File: src/hdl/jsu8_pkg.sv
package jsu8_pkg;

    typedef enum logic [2:0] {
        M_IDLE    = 3'd0,
        M_STR     = 3'd1,
        M_ESC     = 3'd2,
        M_HEX1    = 3'd3,
        M_WANT_BS = 3'd4,
        M_WANT_U  = 3'd5,
        M_HEX2    = 3'd6
    } t_mode;

    typedef enum logic [2:0] {
        ST_OK           = 3'd0,
        ST_EXPECT_STR   = 3'd1,
        ST_BAD_ESCAPE   = 3'd2,
        ST_BAD_UNICODE  = 3'd3,
        ST_UNPAIRED     = 3'd4,
        ST_CONTROL      = 3'd5,
        ST_UNTERMINATED = 3'd6
    } t_status;

    typedef enum logic [1:0] {
        EMIT_NONE = 2'd0,
        EMIT_BYTE = 2'd1,
        EMIT_CP   = 2'd2
    } t_emit;

    // Decision taken for one input byte, handed from the next-state logic
    // to the result logic.
    typedef struct packed {
        logic    fin;
        t_status status;
        t_emit   emit;
        logic [7:0]  data;
        logic [20:0] cp;
    } t_decision;

    localparam logic [7:0] CH_QUOTE = 8'h22;
    localparam logic [7:0] CH_BSL   = 8'h5C;
    localparam logic [7:0] CH_U     = 8'h75;
    localparam logic [15:0] SURR_HI_LO = 16'hD800;
    localparam logic [15:0] SURR_HI_HI = 16'hDBFF;
    localparam logic [15:0] SURR_LO_LO = 16'hDC00;
    localparam logic [15:0] SURR_LO_HI = 16'hDFFF;
    localparam logic [20:0] CP_SUPP_BASE = 21'h10000;

    // Returns {valid, value} for an ASCII hex digit.
    function automatic logic [4:0] hex_value(input logic [7:0] c);
        logic [4:0] r;
        r = 5'd0;
        if (c >= 8'h30 && c <= 8'h39) begin
            r = {1'b1, 4'(c - 8'h30)};
        end else if (c >= 8'h61 && c <= 8'h66) begin
            r = {1'b1, 4'(c - 8'h57)};
        end else if (c >= 8'h41 && c <= 8'h46) begin
            r = {1'b1, 4'(c - 8'h37)};
        end
        return r;
    endfunction

endpackage

File: src/hdl/json_string_unescape_utf8_top.sv
// Streaming JSON string decoder.
// Slave channel (i_s_*): one raw text byte per request in i_s_tdata; i_s_tuser
// set means the text is exhausted and the data byte is ignored.
// Master channel (o_m_*): one result per request. o_m_tdata carries a decoded
// UTF-8 byte; o_m_tuser carries byte_valid, finished and the status code;
// o_m_tlast marks the final result caused by one input byte.
// Leading whitespace is skipped, an opening quote is required, escapes and
// \uXXXX surrogate pairs are decoded, and the string ends on the closing
// quote or on the first error, after which the block is idle again.
// An accepted byte is held in the input register and then decoded into the
// result buffer, from which its results are offered.
// Throughput: one input byte per cycle while each byte gives at most one
// result and the receiver is ready; a code point of more than one UTF-8
// byte holds the input while the single output port drains the buffer.
// A stalled receiver holds the result buffer; the input register then fills
// and o_s_tready drops until the buffer drains.
// Reset (i_rst_n low, synchronous) empties both registers and returns the
// decoder to idle, waiting for an opening quote.
module json_string_unescape_utf8_top
    import jsu8_pkg::*;
(
    input  logic       i_clk,
    input  logic       i_rst_n,
    input  logic       i_s_tvalid,
    output logic       o_s_tready,
    input  logic [7:0] i_s_tdata,   // [7:0] in_byte
    input  logic [0:0] i_s_tuser,   // [0] text_end
    output logic       o_m_tvalid,
    input  logic       i_m_tready,
    output logic [7:0] o_m_tdata,   // [7:0] out_byte
    output logic [4:0] o_m_tuser,   // [0] byte_valid, [1] finished, [4:2] status
    output logic       o_m_tlast
);

    // Input register
    logic       r_in_valid;
    logic [7:0] r_in_byte;
    logic       r_in_end;

    // Decoder state
    t_mode       r_mode, n_mode;
    logic [1:0]  r_hex_count, n_hex_count;
    logic [15:0] r_code_accum, n_code_accum;
    logic [15:0] r_high_half, n_high_half;

    // Result buffer
    logic [7:0] r_buf [4];
    logic [2:0] r_left;
    logic [1:0] r_idx;
    logic       r_fin;
    t_status    r_status;

    logic       buf_free;
    logic       adv;
    logic       pop;
    logic [4:0] hexv;
    logic [15:0] v;
    logic [9:0]  hi_off;
    t_decision   dec;

    logic [7:0] res_buf [4];
    logic [2:0] res_cnt;

    assign pop      = o_m_tvalid && i_m_tready;
    assign buf_free = (r_left == 3'd0) || ((r_left == 3'd1) && i_m_tready);
    assign adv      = r_in_valid && buf_free;
    assign o_s_tready = !r_in_valid || buf_free;

    assign hexv   = hex_value(r_in_byte);
    assign v      = {r_code_accum[11:0], hexv[3:0]};
    assign hi_off = (r_high_half < SURR_HI_LO) ? 10'd0 : r_high_half[9:0];

    // Next state and decision for the byte in the input register.
    always_comb begin
        n_mode       = r_mode;
        n_hex_count  = r_hex_count;
        n_code_accum = r_code_accum;
        n_high_half  = r_high_half;
        dec.fin      = 1'b0;
        dec.status   = ST_OK;
        dec.emit     = EMIT_NONE;
        dec.data     = r_in_byte;
        dec.cp       = {5'd0, v};
        case (r_mode)
            M_STR: begin
                if (r_in_end) begin
                    dec.fin = 1'b1; dec.status = ST_UNTERMINATED;
                end else if (r_in_byte == CH_QUOTE) begin
                    dec.fin = 1'b1; dec.status = ST_OK;
                end else if (r_in_byte == CH_BSL) begin
                    n_mode = M_ESC;
                end else if (r_in_byte < 8'h20) begin
                    dec.fin = 1'b1; dec.status = ST_CONTROL;
                end else begin
                    dec.emit = EMIT_BYTE;
                end
            end
            M_ESC: begin
                if (r_in_end) begin
                    dec.fin = 1'b1; dec.status = ST_BAD_ESCAPE;
                end else begin
                    n_mode   = M_STR;
                    dec.emit = EMIT_BYTE;
                    case (r_in_byte)
                        8'h22, 8'h5C, 8'h2F: dec.data = r_in_byte;
                        8'h62: dec.data = 8'h08;
                        8'h66: dec.data = 8'h0C;
                        8'h6E: dec.data = 8'h0A;
                        8'h72: dec.data = 8'h0D;
                        8'h74: dec.data = 8'h09;
                        8'h75: begin
                            dec.emit     = EMIT_NONE;
                            n_mode       = M_HEX1;
                            n_hex_count  = 2'd0;
                            n_code_accum = 16'd0;
                        end
                        default: begin
                            dec.emit = EMIT_NONE;
                            dec.fin = 1'b1; dec.status = ST_BAD_ESCAPE;
                        end
                    endcase
                end
            end
            M_HEX1, M_HEX2: begin
                if (r_in_end || !hexv[4]) begin
                    dec.fin = 1'b1; dec.status = ST_BAD_UNICODE;
                end else if (r_hex_count != 2'd3) begin
                    n_code_accum = v;
                    n_hex_count  = r_hex_count + 2'd1;
                end else begin
                    n_hex_count  = 2'd0;
                    n_code_accum = 16'd0;
                    if (r_mode == M_HEX1) begin
                        if (v >= SURR_HI_LO && v <= SURR_HI_HI) begin
                            n_high_half = v;
                            n_mode      = M_WANT_BS;
                        end else if (v >= SURR_LO_LO && v <= SURR_LO_HI) begin
                            dec.fin = 1'b1; dec.status = ST_UNPAIRED;
                        end else begin
                            n_mode   = M_STR;
                            dec.emit = EMIT_CP;
                        end
                    end else begin
                        if (v < SURR_LO_LO || v > SURR_LO_HI) begin
                            dec.fin = 1'b1; dec.status = ST_UNPAIRED;
                        end else begin
                            n_mode      = M_STR;
                            n_high_half = 16'd0;
                            dec.emit    = EMIT_CP;
                            dec.cp      = CP_SUPP_BASE + {1'b0, hi_off, v[9:0]};
                        end
                    end
                end
            end
            M_WANT_BS: begin
                if (r_in_end || r_in_byte != CH_BSL) begin
                    dec.fin = 1'b1; dec.status = ST_UNPAIRED;
                end else begin
                    n_mode = M_WANT_U;
                end
            end
            M_WANT_U: begin
                if (r_in_end || r_in_byte != CH_U) begin
                    dec.fin = 1'b1; dec.status = ST_UNPAIRED;
                end else begin
                    n_mode       = M_HEX2;
                    n_hex_count  = 2'd0;
                    n_code_accum = 16'd0;
                end
            end
            default: begin
                // Idle: skip whitespace, wait for the opening quote.
                if (r_in_end) begin
                    dec.fin = 1'b1; dec.status = ST_EXPECT_STR;
                end else if (r_in_byte == CH_QUOTE) begin
                    n_mode = M_STR;
                end else if (!(r_in_byte == 8'h20 || r_in_byte == 8'h09 ||
                               r_in_byte == 8'h0D || r_in_byte == 8'h0A)) begin
                    dec.fin = 1'b1; dec.status = ST_EXPECT_STR;
                end
            end
        endcase
        if (dec.fin) begin
            n_mode       = M_IDLE;
            n_hex_count  = 2'd0;
            n_code_accum = 16'd0;
            n_high_half  = 16'd0;
        end
    end

    // Result bytes for the decision, UTF-8 encoding of a code point.
    always_comb begin
        for (int i = 0; i < 4; i++) begin
            res_buf[i] = 8'd0;
        end
        res_cnt = 3'd0;
        if (dec.fin) begin
            res_cnt = 3'd1;
        end else if (dec.emit == EMIT_BYTE) begin
            res_cnt    = 3'd1;
            res_buf[0] = dec.data;
        end else if (dec.emit == EMIT_CP) begin
            if (dec.cp < 21'h80) begin
                res_cnt    = 3'd1;
                res_buf[0] = dec.cp[7:0];
            end else if (dec.cp < 21'h800) begin
                res_cnt    = 3'd2;
                res_buf[0] = {3'b110, dec.cp[10:6]};
                res_buf[1] = {2'b10, dec.cp[5:0]};
            end else if (dec.cp < 21'h10000) begin
                res_cnt    = 3'd3;
                res_buf[0] = {4'b1110, dec.cp[15:12]};
                res_buf[1] = {2'b10, dec.cp[11:6]};
                res_buf[2] = {2'b10, dec.cp[5:0]};
            end else begin
                res_cnt    = 3'd4;
                res_buf[0] = {5'b11110, dec.cp[20:18]};
                res_buf[1] = {2'b10, dec.cp[17:12]};
                res_buf[2] = {2'b10, dec.cp[11:6]};
                res_buf[3] = {2'b10, dec.cp[5:0]};
            end
        end
    end

    always_ff @(posedge i_clk) begin
        if (!i_rst_n) begin
            r_in_valid   <= 1'b0;
            r_mode       <= M_IDLE;
            r_hex_count  <= 2'd0;
            r_code_accum <= 16'd0;
            r_high_half  <= 16'd0;
            r_left       <= 3'd0;
            r_idx        <= 2'd0;
            r_fin        <= 1'b0;
            r_status     <= ST_OK;
        end else begin
            if (o_s_tready) begin
                r_in_valid <= i_s_tvalid;
            end
            if (adv) begin
                r_mode       <= n_mode;
                r_hex_count  <= n_hex_count;
                r_code_accum <= n_code_accum;
                r_high_half  <= n_high_half;
                r_left       <= res_cnt;
                r_idx        <= 2'd0;
                r_fin        <= dec.fin;
                r_status     <= dec.status;
            end else if (pop) begin
                r_left <= r_left - 3'd1;
                r_idx  <= r_idx + 2'd1;
            end
        end
    end

    always_ff @(posedge i_clk) begin
        if (o_s_tready && i_s_tvalid) begin
            r_in_byte <= i_s_tdata;
            r_in_end  <= i_s_tuser[0];
        end
        if (adv) begin
            for (int i = 0; i < 4; i++) begin
                r_buf[i] <= res_buf[i];
            end
        end
    end

    assign o_m_tvalid = (r_left != 3'd0);
    assign o_m_tdata  = r_buf[r_idx];
    assign o_m_tuser  = {r_fin ? r_status : ST_OK, r_fin, !r_fin};
    assign o_m_tlast  = (r_left == 3'd1);

endmodule
File: config.mk
export PLATFORM = sky130hd
export DESIGN_NAME = json_string_unescape_utf8_top
export DESIGN_NICKNAME = d
export VERILOG_FILES = /design/src/hdl/jsu8_pkg.sv /design/src/hdl/json_string_unescape_utf8_top.sv
export SDC_FILE = /design/constraint.sdc
export NUM_CORES = 1
export LEC_CHECK = 0
export BUFFER_PORTS_ARGS = -buffer_cell sky130_fd_sc_hd__buf_4
export CAP_MARGIN = 20
export CORE_ASPECT_RATIO = 1.5
export CORE_MARGIN = 2
export CORE_UTILIZATION = 50
export CTS_BUF_LIST = sky130_fd_sc_hd__clkbuf_2
export CTS_CLUSTER_SIZE = 10
export DETAILED_ROUTE_END_ITERATION = 7
export HOLD_SLACK_MARGIN = 0.12
export MAX_ROUTING_LAYER = met4
export PLACE_DENSITY = 0.76
export SYNTH_ARGS = -nofsm -noshare
export SYNTH_HDL_FRONTEND = slang
export SYNTH_SLANG_ARGS = --single-unit
File: constraint.sdc
create_clock -name i_clk -period 3 [get_ports i_clk]
set_clock_uncertainty 0.2 [all_clocks]
set_input_delay 0.3 -clock i_clk [delete_from_list [all_inputs] [get_ports i_clk]]
set_output_delay 0.3 -clock i_clk [all_outputs]
set_load 0.05 [all_outputs]
==> results.yml, run 1 <==
critical_path:
  path_buf_inv: 1
  crit_type: "reg -> reg"
  end_kind: "flip-flop"
  crit_path_frequent_cell: "or3_4"
  max_stage_delay_ns: 0.38
  cp-startpoint: "r_high_half[11]"
  start_kind: "flip-flop"
  reg2reg_from: "r_high_half[11]"
  worstPathCellList: "a21o_1, and3_4, and2_4, ha_4, or3_4, or3_4, a31oi_4, buf_12, o211ai_4, o31ai_2, o221ai_2"
  critPathArrivalTime_ns: 3.34
  cp_max_fo: 5
  cp_top_family: "simple AND/OR/NAND/NOR gates"
  required_ns: 3.18
  crit_slowest_cell: "dfxtp_2"
routing:
  drtIter0Drc: 501
  wl_um: 14900
  vias: 4724
  viasPerCell: 6.50
  post_drt_wl_per_cell_um: 20.5
  drc: 0
  antenna_left: 0
  first_pass_iters: 5
worst_hold_path:
  hold_path.startpoint: "i_s_tdata[4]"
  hp-class: "in -> reg"
synth:
  synth_commonest_cells: "44 x dfxtp_1, 43 x nand2_1, 43 x nor2_1"
  synth-edff-count: 38
  synth_seq_cells: 82
  synth_nets: 531
  synth-main-ff-cell: "dfxtp_1"
  async_flop_share_pct: 0
  synthTopCellsByArea: "edfxtp_1 23%, dfxtp_1 18%, a22o_1 3.9%"
  netlist_area_um2: 4910
  synth.largest_area_cell: "edfxtp_1"
  ys_types: 84
  syn_area_per_cell_um2: 9.65
  netlist.area_leader.share_pct: 23.2
  synth_most_common_cell: "dfxtp_1"
  synthCells: 509
  yosys_warnings: 0
  ys_seq_area_share_pct: 41.2
power:
  total_leakage_power_nw: 2.41
  p_int_mw: 2.17
  p_sw_mw: 1.33
  seq_power_share_pct: 41.2
  power_mw: 3.50
  ir_drop_mv: 0.500
  power.density_nw_per_um2: 556
  switching_share_pct: 37.9
  power.share.clock_pct: 23.5
  pwr-share-comb_pct: 35.3
outcome:
  violations: "setup timing"
  status: "complete, but fails checks"
clock_network:
  cts_tree: "built"
  cts_buffer_depth: 2
  cts_root_buf: "clkbuf_2"
  clkLatencyLatePin_ns: 0.61
  cts_sinks: 82
  cts_htree_levels: 3
  cts_made_buffers: 9
  clk_pin_slew_worst_paths_ns: 0.26
final_layout:
  final_cell_area_um2: 6290
  antenna_cells: 0
  final_util_pct: 65.3
  area_delta_synth_final_pct: 28.1
  drive_gt1_share_pct: 29.9
  fillers: 729
  final_cells: 727
  final_nets: 629
timing:
  timing.fmax_mhz: 316
  setup_viol_count_final: 23
  finalHoldViolCount: 0
  slew_viol_final: 0
  fin_crit_ns: 3.16
  fin_ws_ns: -0.163
  slew_headroom_pct: 61.9
  period_share_pct: 105
  rsz0062_at_grt: "true"
  tightest_slew_ns: 0.557
placed_design:
  dp.final_hpwl_um: 10600
  postPlaceCellArea_um2: 5700
  dp.cells: 689
  gp_congestion: 0.964
  place_ws_ns: -0.146
  numPortBuffers: 28
floorplan:
  die_h_um: 125
  dieWidth_um: 84.9
  start_util_pct: 51.0
  io_pins: 29
  rows: 44
  core-area_um2: 9630
  die_area_um2: 10600
grt:
  grt_overflow_total: 0
  grt_start_max_net_pins: 28
  grt_pass1_vias: 4550
  antenna_found_initial: 0
  grt_use_total_pct: 28.3
  grt_pass1_wl_um: 23000
flow_run:
  maxCapViolations: 0
[routing by layer]
metal / global-route usage [%] / wire, µm / vias up / part of all wire, %
li1: - / - / 2147 / -
met1: 29.6 / 5350 / 2266 / 36
met2: 49.7 / 7870 / 227 / 53
met3: 4.36 / 781 / 84 / 5.2
met4: 16.4 / 900 / 0 / 6.0
met5: - / 0 / - / 0
[power groups by stage]
stage / Sequential (mW) / Clock [mW] / Combinational (mW)
final: 1.44 / 0.820 / 1.23
after global routing: 1.46 / 0.864 / 1.31
after CTS: 1.44 / 0.825 / 1.20
after detailed placement: 1.47 / 0 / 1.16
after global placement: 1.46 / 0 / 1.15
after floorplan: 1.42 / 0 / 0.848
[logic make-up (layout without fill, tap and decap cells)]
kind of cell	count (synthesis)	after routing	share of synthesized area, %
compound gates	159	160	24.9
buf+inv	52	154	4.79
xor+xnor	5	5	0.892
simple gates	193	193	22.3
mux	9	9	3.67
flops	82	82	41.2
fa+ha+maj	9	9	2.29
[worst reg2reg max path, stage by stage (launching register included)]
cell and delay, ns:
dfxtp_2 0.38, a21o_1 0.19, and3_4 0.18, and2_4 0.16
ha_4 0.23, or3_4 0.34, or3_4 0.36, a31oi_4 0.20
buf_12 0.14, o211ai_4 0.14, o31ai_2 0.27, o221ai_2 0.16
[final timing paths]
| check | slack, ns | endpoint | depth (start not counted) |
|---|---|---|---|
| worst max-delay path | -0.16 | r_buf[0][2] | 11 |
| worst min-delay path | 0.21 | r_in_byte[4] | 2 |
| worst max register to register | -0.16 | r_buf[0][2] | 11 |
| worst min register to register | 0.29 | r_high_half[11] | 1 |
[through the flow]
step                      hold slack, ns  setup TNS (ns)
after global placement             0.236          -0.151
after global routing               0.205           -3.72
after CTS                          0.181          -0.816
final                              0.210           -1.91
after detailed placement           0.247           -1.65
after floorplan                    0.199         -0.0786
[sequential cells by signal, summed over array words and instances (netlist names), named ones only]
register      cells
r_left            3
r_hex_count       2
r_status          3
r_code_accum     12
r_buf            29
r_in_end          1
r_high_half      15
r_in_byte         8
r_fin             1
r_mode            3
r_idx             2
r_in_valid        1
[layout by cell type, fill, tap and decap left out, drive strengths merged, types with 5 or more instances in the layout]
cell	netlist	final
or3	11	11
nor2b	8	8
nand3	18	18
a22o	22	22
edfxtp	38	38
nand4	9	9
o21ai	26	26
nand2b	6	6
and2	13	13
nor2	44	44
buf	15	102
dfxtp	44	44
a31oi	8	8
a22oi	6	6
mux4	7	7
clkbuf	15	9
and3	8	8
inv	22	26
nand2	44	44
o211a	5	5
a211oi	6	6
ha	9	9
o211ai	8	9
dlygate4sd3	0	14
a21o	10	10
a21oi	28	28
nor3b	5	5
nor3	8	8
[layout make-up]
| class | count | area (µm²) | share of cell area [%] |
|---|---|---|---|
| clock buffer | 9 | 45.0 | 0.716 |
| clock inverter | 7 | 130 | 2.07 |
| inverter | 22 | 82.6 | 1.31 |
| multi-input combinational | 376 | 2880 | 45.8 |
| sequential | 82 | 2020 | 32.2 |
| tap | 115 | 144 | 2.29 |
| timing repair buffer | 116 | 983 | 15.6 |
[timing repair]
action / in CTS / in global routing
gates cloned: 1 / 0
pin swaps: 6 / 6
resized for setup: 18 / 18
hold buffers: 14 / 0
endpoints found under the hold margin: 25 / 0
setup buffers: 5 / 2
setup endpoints to repair: 38 / 50
No activity file was read; power rests on OpenSTA's default activity.
==> run 2: changes to the inputs <==
Settings changed: BUFFER_PORTS_ARGS -buffer_cell sky130_fd_sc_hd__buf_4 to unset, DONT_BUFFER_PORTS set to 1, PLACE_DENSITY 0.76 to 0.74.
==> results.yml, run 2 (synthesis results as in run 1) <==
critical_path:
  crit_path_frequent_cell: "or3_4"
  cp_max_fo: 9
  required_ns: 3.18
  cp_top_family: "simple AND/OR/NAND/NOR gates"
  cp-startpoint: "r_high_half[11]"
  worstPathCellList: "a21o_1, and3_4, and2_4, ha_4, or3_4, or3_4, a31oi_4, o211ai_4, o31ai_2, o221ai_2"
  path_buf_inv: 0
  reg2reg_from: "r_high_half[11]"
  rrSetupSlack_ns: -0.02
  max_stage_delay_ns: 0.37
  end_kind: "flip-flop"
  crit_type: "reg -> reg"
  crit_slowest_cell: "dfxtp_2"
  critPathArrivalTime_ns: 3.20
  cp-endpoint: "r_buf[0][2]"
  rr_worst_depth: 10
  cp_num_cells: 10
  start_kind: "flip-flop"
  timing.rr.end: "r_buf[0][2]"
final_layout:
  final_util_pct: 64.0
  most-common-layout-cells: "71 x buf_4, 43 x nor2_1, 43 x dfxtp_1, 41 x nand2_1, 38 x edfxtp_1"
  largest_reg_flops: 29
  drive_gt1_share_pct: 28.2
  layout_commonest_cell: "buf_4"
  final_cells: 711
  area_delta_synth_final_pct: 25.5
  final_nets: 612
  top_regs: "r_buf (29), r_high_half (15), r_code_accum (12)"
  regMostFlops: "r_buf"
grt:
  busiest_layer: "met2"
  grt_pass1_wl_um: 23000
  antenna_found_initial: 1
  use_met3_pct: 5.21
  use_met1_pct: 28.8
  grt_use_total_pct: 28.3
  grt_pass1_vias: 4657
  grt_overflow_total: 0
  use_met2_pct: 49.3
  grt_start_max_net_pins: 18
clock_network:
  cts_htree_levels: 3
  cts_tree: "built"
  clk_pin_slew_worst_paths_ns: 0.24
  cts_buffer_depth: 2
  cts_made_buffers: 9
  cts_root_buf: "clkbuf_2"
  clkLatencyLatePin_ns: 0.61
  cts_sinks: 82
timing:
  slew_headroom_pct: 43.8
  timing.fmax_mhz: 331
  holdWs_ns: 0.127
  fin_crit_ns: 3.02
  fin_ws_ns: -0.0198
  finalHoldViolCount: 0
  tightest_slew_ns: 0.839
  period_share_pct: 101
  slew_viol_final: 0
  rsz0062_at_grt: "true"
  setup_viol_count_final: 6
  setup_tns_ns: -0.0484
worst_hold_path:
  hp-class: "in -> reg"
routing:
  drtIter0Drc: 339
  first_pass_iters: 5
  wl_um: 14400
  antenna_left: 0
  vias: 4569
  post_drt_wl_per_cell_um: 20.3
  drc: 0
  viasPerCell: 6.43
floorplan:
  die_area_um2: 10600
  io_pins: 29
  rows: 44
  start_util_pct: 51.0
  core-area_um2: 9630
  die_h_um: 125
  dieWidth_um: 84.9
placed_design:
  place_ws_ns: -0.229
  dp.final_hpwl_um: 10600
  dp.cells: 664
  numPortBuffers: 0
  gp_congestion: 0.966
outcome:
  violations: "setup timing"
  status: "complete, but fails checks"
power:
  power.density_nw_per_um2: 550
  ir_drop_mv: 0.562
  total_leakage_power_nw: 2.28
flow_run:
  maxCapViolations: 0
==> run 2: cell count changes in the layout (fill, tap and decap cells not counted), moves of 2 or more <==
| cell | change |
|---|---|
| inv_2 | +2 |
| buf_4 | -22 |
| a41oi_2 | -2 |
| dlygate4sd3_1 | +7 |
| o211a_4 | +2 |
| buf_12 | -2 |
| inv_1 | -2 |
| a41oi_1 | +2 |
| nor3_2 | +2 |
| nor3_4 | -2 |
| o21ai_0 | -2 |
==> run 2: worst min path at each step <==
stage,from,end,slack (ns),cells after the start
6_report,i_s_tdata[0],r_in_byte[0],0.13,1
5_1_grt,i_s_tdata[0],r_in_byte[0],0.12,1
4_1_cts,i_s_tdata[4],r_in_byte[4],0.12,1
3_5_place_dp,i_s_tdata[4],r_in_byte[4],0.20,0
3_3_place_gp,i_s_tuser,r_in_end,0.20,0
2_1_floorplan,i_s_tdata[0],r_in_byte[0],0.20,0
==> run 2: power breakdown <==
| group | total, mW | internal, mW | switching [mW] |
|---|---|---|---|
| logic | 1.12 | 0.380 | 0.744 |
| clock network | 0.815 | 0.374 | 0.441 |
| registers | 1.45 | 1.34 | 0.110 |
| total | 3.39 | 2.10 | 1.29 |
==> run 2: timing repair <==
| action | in CTS | in global routing |
|---|---|---|
| setup endpoints to repair | 33 | 55 |
| gates cloned | 1 | 0 |
| buffers inserted | 4 | 4 |
| hold endpoints to repair | 34 | 1 |
| gates resized for setup | 21 | 25 |
| pin swaps | 6 | 6 |
| hold buffers | 20 | 1 |
==> run 2: final cells by class <==
cell class | instances | area, µm²
Sequential cell | 82 | 2020
Fill cell | 735 | 3470
Clock buffer | 9 | 45.0
Timing Repair Buffer | 99 | 848
Inverter | 22 | 82.6
Antenna cell | 1 | 2.50
Tap cell | 115 | 144
Clock inverter | 7 | 128
Multi-Input combinational cell | 376 | 2890
==> run 2: metal layers <==
| metal | share of wire (%) | vias up |
|---|---|---|
| li1 | - | 2105 |
| met2 | 51 | 188 |
| met5 | 0 | - |
| met3 | 4.5 | 78 |
| met4 | 6.6 | 0 |
| met1 | 38 | 2198 |
==> run 2: worst register-to-register path, cell delays in order (launching register included) <==
cell,delay (ns)
dfxtp_2,0.37
a21o_1,0.18
and3_4,0.18
and2_4,0.16
ha_4,0.23
or3_4,0.33
or3_4,0.35
a31oi_4,0.21
o211ai_4,0.17
o31ai_2,0.25
o221ai_2,0.16
==> run 2: metrics by stage <==
stage	cell area, µm²	power [mW]
after floorplan	4970	2.27
after global placement	5500	2.52
after detailed placement	5500	2.55
after CTS	6010	3.37
after global routing	6160	3.54
final	6160	3.39
